$ cat config.mk
export PLATFORM = sky130hd
export DESIGN_NAME = sample_statistics_tracker
export DESIGN_NICKNAME = d
export VERILOG_FILES = /design/src/hdl/sst_pkg.sv /design/src/hdl/sst_ctrl.sv /design/src/hdl/sst_datapath.sv /design/src/hdl/sample_statistics_tracker.sv
export SDC_FILE = /design/constraint.sdc
export NUM_CORES = 1
export LEC_CHECK = 0
export BUFFER_PORTS_ARGS = -buffer_cell sky130_fd_sc_hd__buf_2
export CAP_MARGIN = 20
export CORE_ASPECT_RATIO = 1.1
export CORE_UTILIZATION = 40
export CTS_BUF_LIST = sky130_fd_sc_hd__clkbuf_4 sky130_fd_sc_hd__clkbuf_8
export DETAILED_ROUTE_END_ITERATION = 10
export PLACE_DENSITY = 0.55
export RECOVER_POWER = 100
export SETUP_SLACK_MARGIN = 0.02
export SKIP_CTS_REPAIR_TIMING = 1
export SLEW_MARGIN = 20
export SYNTH_ARGS = -nofsm -noshare
export SYNTH_HDL_FRONTEND = slang
export SYNTH_HIERARCHICAL = 1
export SYNTH_SLANG_ARGS = --single-unit
$ cat constraint.sdc
create_clock -name clk_i -period 3.5 [get_ports clk_i]
set_input_delay 0 -clock clk_i [delete_from_list [all_inputs] [get_ports clk_i]]
set_output_delay 0 -clock clk_i [all_outputs]
set_load 0.02 [all_outputs]
$ cat src/hdl/sst_pkg.sv
package sst_pkg;

  localparam int SAMPLE_BITS = 16;
  localparam int COUNT_BITS  = 16;
  localparam int TOTAL_BITS  = SAMPLE_BITS + COUNT_BITS;
  localparam int STEP_BITS   = $clog2(TOTAL_BITS);

  localparam logic [SAMPLE_BITS-1:0] SAMPLE_MAX = {SAMPLE_BITS{1'b1}};
  localparam logic [COUNT_BITS-1:0]  COUNT_MAX  = {COUNT_BITS{1'b1}};
  localparam logic [STEP_BITS-1:0]   LAST_STEP  = STEP_BITS'(TOTAL_BITS - 1);

  localparam logic [1:0] FUNC_START  = 2'd0;
  localparam logic [1:0] FUNC_SAMPLE = 2'd1;
  localparam logic [1:0] FUNC_STOP   = 2'd2;

  typedef enum logic [1:0] {
    ST_IDLE,
    ST_DIV,
    ST_EMIT
  } ctrl_state_e;

  typedef struct packed {
    logic start_clr;
    logic take_sample;
    logic zero_stop;
    logic div_init;
    logic div_step;
    logic load_out;
  } ctrl_cmd_t;

  typedef struct packed {
    logic count_zero;
    logic div_last;
  } dp_status_t;

endpackage

$ cat src/hdl/sst_ctrl.sv
module sst_ctrl (
  input  logic                clk_i,
  input  logic                rst_ni,
  input  logic                in_valid_i,
  output logic                in_ready_o,
  input  logic [1:0]          func_i,
  output logic                out_valid_o,
  input  logic                out_ready_i,
  input  sst_pkg::dp_status_t status_i,
  output sst_pkg::ctrl_cmd_t  cmd_o
);

  sst_pkg::ctrl_state_e state_q, state_d;
  logic                 out_valid_q, out_valid_d;
  logic                 accept;

  always_ff @(posedge clk_i or negedge rst_ni) begin
    if (!rst_ni) begin
      state_q     <= sst_pkg::ST_IDLE;
      out_valid_q <= 1'b0;
    end else begin
      state_q     <= state_d;
      out_valid_q <= out_valid_d;
    end
  end

  always_comb begin
    state_d     = state_q;
    cmd_o       = '0;
    in_ready_o  = 1'b0;
    accept      = 1'b0;
    out_valid_d = out_valid_q;
    if (out_valid_q && out_ready_i) begin
      out_valid_d = 1'b0;
    end
    case (state_q)
      sst_pkg::ST_IDLE: begin
        in_ready_o = !out_valid_q || out_ready_i;
        accept     = in_ready_o && in_valid_i;
        if (accept) begin
          state_d = sst_pkg::ST_EMIT;
          case (func_i)
            sst_pkg::FUNC_START: cmd_o.start_clr = 1'b1;
            sst_pkg::FUNC_SAMPLE: cmd_o.take_sample = 1'b1;
            sst_pkg::FUNC_STOP: begin
              if (status_i.count_zero) begin
                cmd_o.zero_stop = 1'b1;
              end else begin
                cmd_o.div_init = 1'b1;
                state_d        = sst_pkg::ST_DIV;
              end
            end
            default: ;
          endcase
        end
      end
      sst_pkg::ST_DIV: begin
        cmd_o.div_step = 1'b1;
        if (status_i.div_last) begin
          state_d = sst_pkg::ST_EMIT;
        end
      end
      sst_pkg::ST_EMIT: begin
        cmd_o.load_out = 1'b1;
        out_valid_d    = 1'b1;
        state_d        = sst_pkg::ST_IDLE;
      end
      default: state_d = sst_pkg::ST_IDLE;
    endcase
  end

  assign out_valid_o = out_valid_q;

endmodule

$ cat src/hdl/sst_datapath.sv
module sst_datapath (
  input  logic                              clk_i,
  input  logic                              rst_ni,
  input  sst_pkg::ctrl_cmd_t                cmd_i,
  input  logic [sst_pkg::SAMPLE_BITS-1:0]   sample_i,
  output sst_pkg::dp_status_t               status_o,
  output logic                              stats_valid_o,
  output logic [sst_pkg::COUNT_BITS-1:0]    sample_count_o,
  output logic [sst_pkg::SAMPLE_BITS-1:0]   average_o,
  output logic [sst_pkg::SAMPLE_BITS-1:0]   maximum_o,
  output logic [sst_pkg::SAMPLE_BITS-1:0]   minimum_o,
  output logic [sst_pkg::SAMPLE_BITS-1:0]   smoothed_o,
  output logic                              zero_count_error_o
);

  localparam int SB = sst_pkg::SAMPLE_BITS;
  localparam int CB = sst_pkg::COUNT_BITS;
  localparam int TB = sst_pkg::TOTAL_BITS;

  logic                              running_q;
  logic [CB-1:0]                     count_q;
  logic [TB-1:0]                     total_q;
  logic [SB-1:0]                     largest_q;
  logic [SB-1:0]                     smallest_q;
  logic [SB-1:0]                     filtered_q;
  logic [SB-1:0]                     mean_q;
  logic                              empty_q;
  logic [CB-1:0]                     rem_q;
  logic [TB-1:0]                     quo_q;
  logic [sst_pkg::STEP_BITS-1:0]     step_q;

  logic [SB+1:0]                     filt_sum;
  logic [SB-1:0]                     filt_d;
  logic [CB:0]                       trial;
  logic                              fits;
  logic [CB:0]                       diff;
  logic [TB-1:0]                     quo_d;

  always_comb begin
    if (sample_i >= filtered_q) begin
      filt_sum = {2'b00, filtered_q} + {1'b0, sample_i, 1'b0} + {2'b00, sample_i};
    end else begin
      filt_sum = {1'b0, filtered_q, 1'b0} + {2'b00, filtered_q} + {2'b00, sample_i};
    end
    if (filtered_q == '0) begin
      filt_d = sample_i;
    end else begin
      filt_d = filt_sum[SB+1:2];
    end
    trial = {rem_q, quo_q[TB-1]};
    fits  = trial >= {1'b0, count_q};
    diff  = trial - {1'b0, count_q};
    quo_d = {quo_q[TB-2:0], fits};
  end

  always_ff @(posedge clk_i or negedge rst_ni) begin
    if (!rst_ni) begin
      running_q  <= 1'b0;
      count_q    <= '0;
      total_q    <= '0;
      largest_q  <= '0;
      smallest_q <= sst_pkg::SAMPLE_MAX;
      filtered_q <= '0;
      mean_q     <= '0;
      empty_q    <= 1'b0;
      rem_q      <= '0;
      quo_q      <= '0;
      step_q     <= '0;
    end else begin
      if (cmd_i.start_clr) begin
        running_q  <= 1'b1;
        count_q    <= '0;
        total_q    <= '0;
        largest_q  <= '0;
        smallest_q <= sst_pkg::SAMPLE_MAX;
        filtered_q <= '0;
        mean_q     <= '0;
        empty_q    <= 1'b0;
      end
      if (cmd_i.take_sample && running_q) begin
        if (count_q != sst_pkg::COUNT_MAX) begin
          count_q <= count_q + 1'b1;
          total_q <= total_q + TB'(sample_i);
        end
        if (sample_i > largest_q) begin
          largest_q <= sample_i;
        end
        if (sample_i < smallest_q) begin
          smallest_q <= sample_i;
        end
        filtered_q <= filt_d;
      end
      if (cmd_i.zero_stop) begin
        running_q <= 1'b0;
        mean_q    <= '0;
        empty_q   <= 1'b1;
      end
      if (cmd_i.div_init) begin
        running_q <= 1'b0;
        rem_q     <= '0;
        quo_q     <= total_q;
        step_q    <= '0;
      end
      if (cmd_i.div_step) begin
        rem_q  <= fits ? diff[CB-1:0] : trial[CB-1:0];
        quo_q  <= quo_d;
        step_q <= step_q + 1'b1;
        if (step_q == sst_pkg::LAST_STEP) begin
          mean_q  <= quo_d[SB-1:0];
          empty_q <= 1'b0;
        end
      end
    end
  end

  always_ff @(posedge clk_i) begin
    if (cmd_i.load_out) begin
      stats_valid_o      <= !running_q;
      sample_count_o     <= count_q;
      average_o          <= mean_q;
      maximum_o          <= largest_q;
      minimum_o          <= smallest_q;
      smoothed_o         <= filtered_q;
      zero_count_error_o <= empty_q;
    end
  end

  assign status_o.count_zero = count_q == '0;
  assign status_o.div_last   = step_q == sst_pkg::LAST_STEP;

endmodule

$ cat src/hdl/sample_statistics_tracker.sv
// Channel   Dir  Handshake                 Contents
// s_axis    in   tvalid / tready           tuser = func, tdata = sample
// m_axis    out  tvalid / tready           tuser = flags, tdata = statistics
//
// Start, sample and unused codes: the statistics update at the accepting edge,
// then ST_EMIT loads the result word into the output register.
// A stop with samples first runs the bit-serial restoring divider in ST_DIV.
// Reset clears the statistics, disarms the block and clears the output valid; the output data is not reset.
// A new word is taken while the previous result is being taken in the same cycle.
module sample_statistics_tracker (
  input  logic        clk_i,
  input  logic        rst_ni,
  input  logic        s_axis_tvalid_i,
  output logic        s_axis_tready_o,
  input  logic [15:0] s_axis_tdata_i,   // [15:0] sample
  input  logic [1:0]  s_axis_tuser_i,   // [1:0] func
  output logic        m_axis_tvalid_o,
  input  logic        m_axis_tready_i,
  output logic [79:0] m_axis_tdata_o,   // sample_count, average, maximum, minimum, smoothed
  output logic [1:0]  m_axis_tuser_o    // [0] stats_valid, [1] zero_count_error
);

  sst_pkg::ctrl_cmd_t  cmd;
  sst_pkg::dp_status_t status;

  sst_ctrl u_ctrl (
    .clk_i       (clk_i),
    .rst_ni      (rst_ni),
    .in_valid_i  (s_axis_tvalid_i),
    .in_ready_o  (s_axis_tready_o),
    .func_i      (s_axis_tuser_i),
    .out_valid_o (m_axis_tvalid_o),
    .out_ready_i (m_axis_tready_i),
    .status_i    (status),
    .cmd_o       (cmd)
  );

  sst_datapath u_datapath (
    .clk_i              (clk_i),
    .rst_ni             (rst_ni),
    .cmd_i              (cmd),
    .sample_i           (s_axis_tdata_i),
    .status_o           (status),
    .stats_valid_o      (m_axis_tuser_o[0]),
    .sample_count_o     (m_axis_tdata_o[15:0]),
    .average_o          (m_axis_tdata_o[31:16]),
    .maximum_o          (m_axis_tdata_o[47:32]),
    .minimum_o          (m_axis_tdata_o[63:48]),
    .smoothed_o         (m_axis_tdata_o[79:64]),
    .zero_count_error_o (m_axis_tuser_o[1])
  );

endmodule

==> results by group, run 1 <==
Placed design
  – Port buffer count: between 100 and 150
  – Post-DP HPWL: between 20000 and 30000 um
  – Area after DPL: between 0.015 and 0.02 mm^2
  – RePlAce Congestion: between 0.8 and 0.9
  – Placed cell count: a little over 2k

Drt
  – Iter 0 DRT Violations: around 620
  – WL final: roughly 39000 um
  – DRT antenna net count: 0
  – DR pass1 iterations: 5
  – DRC viols: 0
  – Vias/cell: 5.39
  – Via count: about 12k
  – Routed wire per std cell: ~18 um

Layout
  – Share of cells above drive strength 1: under 10%
  – Most frequent cells in the layout: dfrtp_1, nand2_1, o21ai_0, ha_1, inv_1
  – Largest registers: u_datapath/quo_q (32), u_datapath/total_q (32)
  – Area growth syn-to-layout: 14.7%
  – Non-filler instance count after layout: between 2k and 2.5k
  – Final nets: around 1.8k
  – Most common cell after layout, fill and taps aside: dfrtp_1
  – Final Cell Area: between 0.015 and 0.02 mm^2
  – # diodes: 0

Clock network
  – CTS tree: yes
  – Sink Count: around 250
  – TritonCTS Buffers: between 40 and 50
  – Reg clk slew, reported paths: around 0.070 ns
  – Maximum clock insertion buffer count: 3
  – Clk_lat worst skew: slightly below 0.6 ns
  – Root buffer cell: clkbuf_8
  – H-tree levels: 2

Pwr
  – Sequential share of power: a little under a third
  – Clock power frac: about a fifth
  – Cell internal pwr: roughly 9000 uW
  – Power share of the combinational group: about 50%
  – Sw Ratio: a little over two fifths
  – Pleak: about 0.0074 uW
  – Net Sw Power: 6690 uW
  – Final Total Pwr: approximately 16000 uW
  – Peak supply drop: 450 uV
  – PD cells: approximately 910 mW/mm^2

Yosys
  – Synthesized area per cell: 10.3 um^2
  – Synth Instances: between 1k and 1.5k
  – Yosys reg bits: about 250
  – Post-synth ARST share: between 60 and 70%
  – Sequential area share after synthesis: between 40 and 50%
  – Top-area cell type share of the netlist area: between 20% and 30%
  – Mapped Area: 0.0152 mm^2
  – Yosys top cell by area: dfrtp_1
  – Yosys warns: 6
  – Most used flip-flop cell after synthesis: dfrtp_1
  – Synth top area cells: dfrtp_1, edfxtp_1, ha_1
  – Netlist cell types: 90
  – Post-synth EDFFs: 82
  – Syn_nets: 1641

Global route
  – First-pass GRT wire length: 63500 um
  – Global router's overall resource usage: 20.7%
  – Largest net degree at the start of global routing: around 80
  – Grt ovf: 0
  – Initial antenna violation count: 0
  – Vias in the first global route: around 12k

Floorplan
  – # rows: 74
  – Die X: 188 um
  – Core area: 0.0372 mm^2
  – Die Height: between 200 and 250 um
  – Initial core utilization: between 40% and 50%
  – Num ports: roughly 110
  – Full die area: about 0.039 mm^2

Critical path
  – Critical path startpoint category: register
  – Crit Path Max Fanout: 7
  – CP Class: register to register
  – CP arrival: between 3 and 4 ns
  – CP startpoint: u_datapath/filtered_q[3]
  – Worst reg2reg path startpoint: u_datapath/filtered_q[3]
  – CP required: between 4 and 5 ns
  – Crit. End Element: register

Timing
  – Worst-Margin Slew: 1.85 ns
  – Hold Fails Final Rpt: 0
  – RSZ-0062 raised after global routing: no
  – Skew final: approximately 0.017 ns
  – Final hold slack: 0.270 ns
  – Crit path time final: 3.32 ns
  – Slew Limit Fails: about 130
  – Setup violators final: 0
  – Final period utilization: 94.9%
  – Setup tns final: 0 ns
  – Slew headroom: -23.1%
  – Max Freq: 0.301 GHz

Job
  – Max Cap Viol: 2

Hold path
  – Worst Min Path Start: m_axis_tready_i
  – Worst Hold Class: input port to register

Outcome
  – Failing checks: capacitance limit, slew limit
  – Status: finished, violations left
## per-layer routing
| layer | GRT usage (%) | vias to the layer above | part of all wire [%] |
|---|---|---|---|
| li1 | - | 5639 | - |
| met1 | 26.4 | 5665 | 44 |
| met2 | 35.2 | 266 | 48 |
| met3 | 3.16 | 87 | 4.7 |
| met4 | 7.98 | 0 | 3.3 |
| met5 | 0 | - | 0 |
## synth_stat cells (4+ instances only)
master and count:
dfstp_2 16, mux2i_1 72, o22ai_1 4, nand2_1 133
o31a_1 6, xor2_1 24, ha_1 114, a21oi_1 72
o211ai_1 7, o21bai_1 4, a22oi_1 11, or3_1 12
nor2b_1 12, o21ai_0 92, and2_1 6, a21o_1 30
mux2_1 7, and3_1 9, edfxtp_1 82, xnor2_1 25
fa_1 34, nand4_1 14, nor2_1 80, buf_4 5
a22o_1 19, o31ai_1 12, o21ai_1 54, nor3_1 20
a31oi_1 13, nand2b_1 20, dfrtp_1 154, nor4_1 11
buf_2 11, nor3b_1 6, nand3_1 43, inv_1 106
a31o_2 4, o21a_1 10, clkbuf_1 34, a211oi_1 4
buf_1 4
## critical path, stage by stage (launching register included)
cell	delay, ns
dfrtp_1	0.53
fa_1	0.49
ha_1	0.36
nor3_1	0.27
a2111oi_2	0.09
o21ai_0	0.41
a21boi_0	0.21
o41a_1	0.35
xnor2_1	0.15
a22oi_1	0.21
o311a_1	0.18
## power groups by stage
stage          sequential, uW  combinational [uW]  clock [uW]
2_1_floorplan            5260                5390           0
3_3_place_gp             5020                7710           0
3_5_place_dp             5030                7820           0
4_1_cts                  5000                7870        3210
5_1_grt                  5110                8660        3340
6_report                 4980                7680        3100
## area by class of cell
type / count / area, um^2
clock buffers: 60 / 757
well taps: 494 / 618
inverters: 108 / 405
repair buffers: 167 / 893
flip-flops and latches: 252 / 6740
multi-input cells: 1055 / 7750
fillers: 3586 / 19800
clock inverters: 26 / 250
## through the flow
stage               utilization (%)  setup slack, ns
finish                         46.8            0.179
global route                   46.8           0.0311
CTS                            46.8           0.0262
detailed placement             44.1           0.0882
global placement               44.1            0.136
floorplan                         -            0.583
## logic make-up after synthesis
group / after synthesis / share of synthesized area (%)
AOI/OAI and AO/OA: 388 / 16.6
buffers and inverters: 164 / 4.37
xor gates and xnor gates: 49 / 2.83
muxes: 80 / 5.34
adders and majority gates: 148 / 13.9
DFF: 252 / 44.4
and+or+nand+nor: 390 / 12.6
## path summary, 6_finish.rpt
path / endpoint / slack, ns / cells past startpoint
min in group asynchronous: u_datapath/quo_q[29] / 0.59 / 3
worst max register to register: u_datapath/filtered_q[8] / 0.18 / 10
worst min register to register: u_datapath/average_o[10] / 0.46 / 0
worst max-delay path: u_datapath/filtered_q[8] / 0.18 / 10
worst min-delay path: u_ctrl/out_valid_o / 0.27 / 4
max in group asynchronous: u_datapath/largest_q[8] / 0.59 / 4
(Power assumes the default switching activity.)
==> run 2: changes to the inputs <==
--- a/config.mk
+++ b/config.mk
@@ -5,13 +5,14 @@
 export SDC_FILE = /design/constraint.sdc
 export NUM_CORES = 1
 export LEC_CHECK = 0
+export ABC_CLOCK_PERIOD_IN_PS = 3500
 export BUFFER_PORTS_ARGS = -buffer_cell sky130_fd_sc_hd__buf_2
 export CAP_MARGIN = 20
 export CORE_ASPECT_RATIO = 1.1
-export CORE_UTILIZATION = 40
-export CTS_BUF_LIST = sky130_fd_sc_hd__clkbuf_4 sky130_fd_sc_hd__clkbuf_8
+export CORE_UTILIZATION = 50
+export CTS_BUF_LIST = sky130_fd_sc_hd__clkbuf_4
 export DETAILED_ROUTE_END_ITERATION = 10
-export PLACE_DENSITY = 0.55
+export PLACE_DENSITY = 0.66
 export RECOVER_POWER = 100
 export SETUP_SLACK_MARGIN = 0.02
 export SKIP_CTS_REPAIR_TIMING = 1
==> run 2 against run 1 <==
The flow still finishes with violations (capacitance limit, slew limit). Sequential power hardly changed. Combinational power fell by 2%. Routed wire length is 5.1% lower. Critical endpoint is now u_datapath/smoothed_o[10]. Cell area decreased by 1.8%.
==> results by group, run 2 (synthesis results as in run 1) <==
Outcome
  – Status: finished, violations left
  – Failing checks: capacitance limit, slew limit

Drt
  – Top Metal Used: met4
  – Metal-1 WL: between 15000 and 20000 um
  – Iter 0 DRT Violations: between 900 and 1k
  – DRC viols: 0
  – Via count: roughly 12k
  – WL final: ~37000 um
  – Routed wire per std cell: 18.1 um
  – WL met3: between 1500 and 2000 um
  – DR pass1 iterations: 6
  – DRT antenna net count: 0
  – WL met2: around 19000 um
  – Vias/cell: around 5.7

Timing
  – Worst-Margin Slew: ~2.5 ns
  – Hold Fails Final Rpt: 0
  – Max Freq: between 0.3 and 0.4 GHz
  – Slew Limit Fails: between 100 and 150
  – Setup violators final: 0
  – Final period utilization: 94.7%
  – Slew headroom: -65.0%
  – Skew final: around 0.079 ns
  – Setup tns final: 0 ns
  – Crit path time final: ~3.3 ns
  – RSZ-0062 raised after global routing: no

Floorplan
  – # rows: 66
  – Die Height: ~180 um
  – Initial core utilization: about half
  – Core area: between 0.02 and 0.03 mm^2
  – Die X: between 150 and 200 um
  – Num ports: about 110
  – Full die area: 0.0311 mm^2

Placed design
  – RePlAce Congestion: 0.885
  – Post-DP HPWL: about 26000 um
  – Port buffer count: around 110

Job
  – Max Cap Viol: 2

Critical path
  – CP required: 3.78 ns
  – CP startpoint: u_ctrl/state_q[1]
  – Worst reg2reg path startpoint: u_ctrl/state_q[1]
  – Critical-path top delay cell: nor2_1
  – Crit-path max cell delay: about 1.7 ns
  – Critical path startpoint category: register
  – CP Cell Sequence: inv_1 -> nor2_1 -> clkbuf_2
  – CP arrival: 3.59 ns
  – Worst Path Buf+Inv: 2
  – CP Class: register to register
  – Kind of cell adding the most delay to the critical path: simple AND/OR/NAND/NOR gates
  – Crit Path Max Fanout: 31
  – Crit. End Element: register

Clock network
  – TritonCTS Buffers: between 60 and 70
  – Clk_lat worst skew: 0.71 ns
  – Reg clk slew, reported paths: 0.06 ns
  – H-tree levels: 3
  – Sink Count: 252
  – Maximum clock insertion buffer count: 3
  – Root buffer cell: clkbuf_4
  – CTS tree: yes

Layout
  – Fill cell count: ~2.6k
  – Largest registers: u_datapath/quo_q (32), u_datapath/total_q (32)
  – Area growth syn-to-layout: 12.7%
  – Most common cell after layout, fill and taps aside: dfrtp_1
  – Most frequent cells in the layout: dfrtp_1, nand2_1, o21ai_0, ha_1, clkbuf_4
  – Share of cells above drive strength 1: between 10% and 20%
  – Final nets: around 1.8k

Pwr
  – PD cells: 892 mW/mm^2
  – Pleak: around 0.0074 uW
  – Peak supply drop: ~410 uV
  – Final Total Pwr: ~15000 uW

Global route
  – First-pass GRT wire length: 60500 um
  – Largest net degree at the start of global routing: 92
  – Initial antenna violation count: 2
  – Vias in the first global route: between 10k and 15k
  – Global router's overall resource usage: around 25%
  – Grt ovf: 0

Hold path
  – Worst Min Path Start: m_axis_tready_i
  – Worst Hold Class: input port to register
-- run 2: cell count changes in the layout (fill, tap and decap cells not counted), moves of 4 or more --
cell       change
clkbuf_8      -49
clkinv_1       +4
clkbuf_1       -7
clkbuf_4      +96
bufinv_16      -4
clkbuf_2       +5
clkinv_2       -7
-- run 2: final timing paths --
path	to	slack, ns	cells after the start
setup / recovery	u_datapath/smoothed_o[10]	0.18	3
hold / removal	u_ctrl/out_valid_o	0.21	4
setup reg to reg	u_datapath/smoothed_o[10]	0.18	3
hold reg to reg	u_datapath/average_o[3]	0.45	0
max in group asynchronous	u_datapath/rem_q[3]	1.17	3
min in group asynchronous	u_datapath/filtered_q[10]	0.53	2
-- run 2: final cells by class --
class	instances	area [um^2]	area share, %
Sequential cell	252	6740	39.4
Inverter	108	405	2.37
Antenna cell	3	7.51	0.0439
Multi-Input combinational cell	1055	7730	45.2
Clock buffer	107	803	4.70
Tap cell	374	468	2.74
Clock inverter	17	91.3	0.534
Timing Repair Buffer	160	855	5.00
-- run 2: routing by layer --
metal | GRT usage (%) | up-vias
li1 | - | 5724
met1 | 31.1 | 5808
met2 | 42.8 | 265
met3 | 4.53 | 70
met4 | 9.38 | 0
met5 | 0 | -
-- run 2: worst reg2reg max path, delay by kind of cell (launching register included) --
kind | cells | cell delay, ns
buffers and inverters | 2 | 0.91
AND/OR/NAND/NOR | 1 | 1.67
flip-flops | 1 | 0.36
-- run 2: where the power goes --
part | internal, uW | total (uW) | switching (uW)
Clock | 1460 | 2690 | 1220
Sequential | 4210 | 5010 | 798
Combinational | 3040 | 7550 | 4510
-- run 2: metrics by stage --
step	setup slack [ns]	util [%]	cells	cell area, um^2	hold WS (ns)
3_5_place_dp	0.238	54.6	1927	16200	0.160
4_1_cts	0.198	57.6	2051	17100	-0.614
3_3_place_gp	0.276	54.6	1927	16200	0.165
5_1_grt	0.0474	57.5	2076	17100	0.217
6_report	0.185	57.5	2076	17100	0.213
2_1_floorplan	0.583	-	1471	15200	-0.296
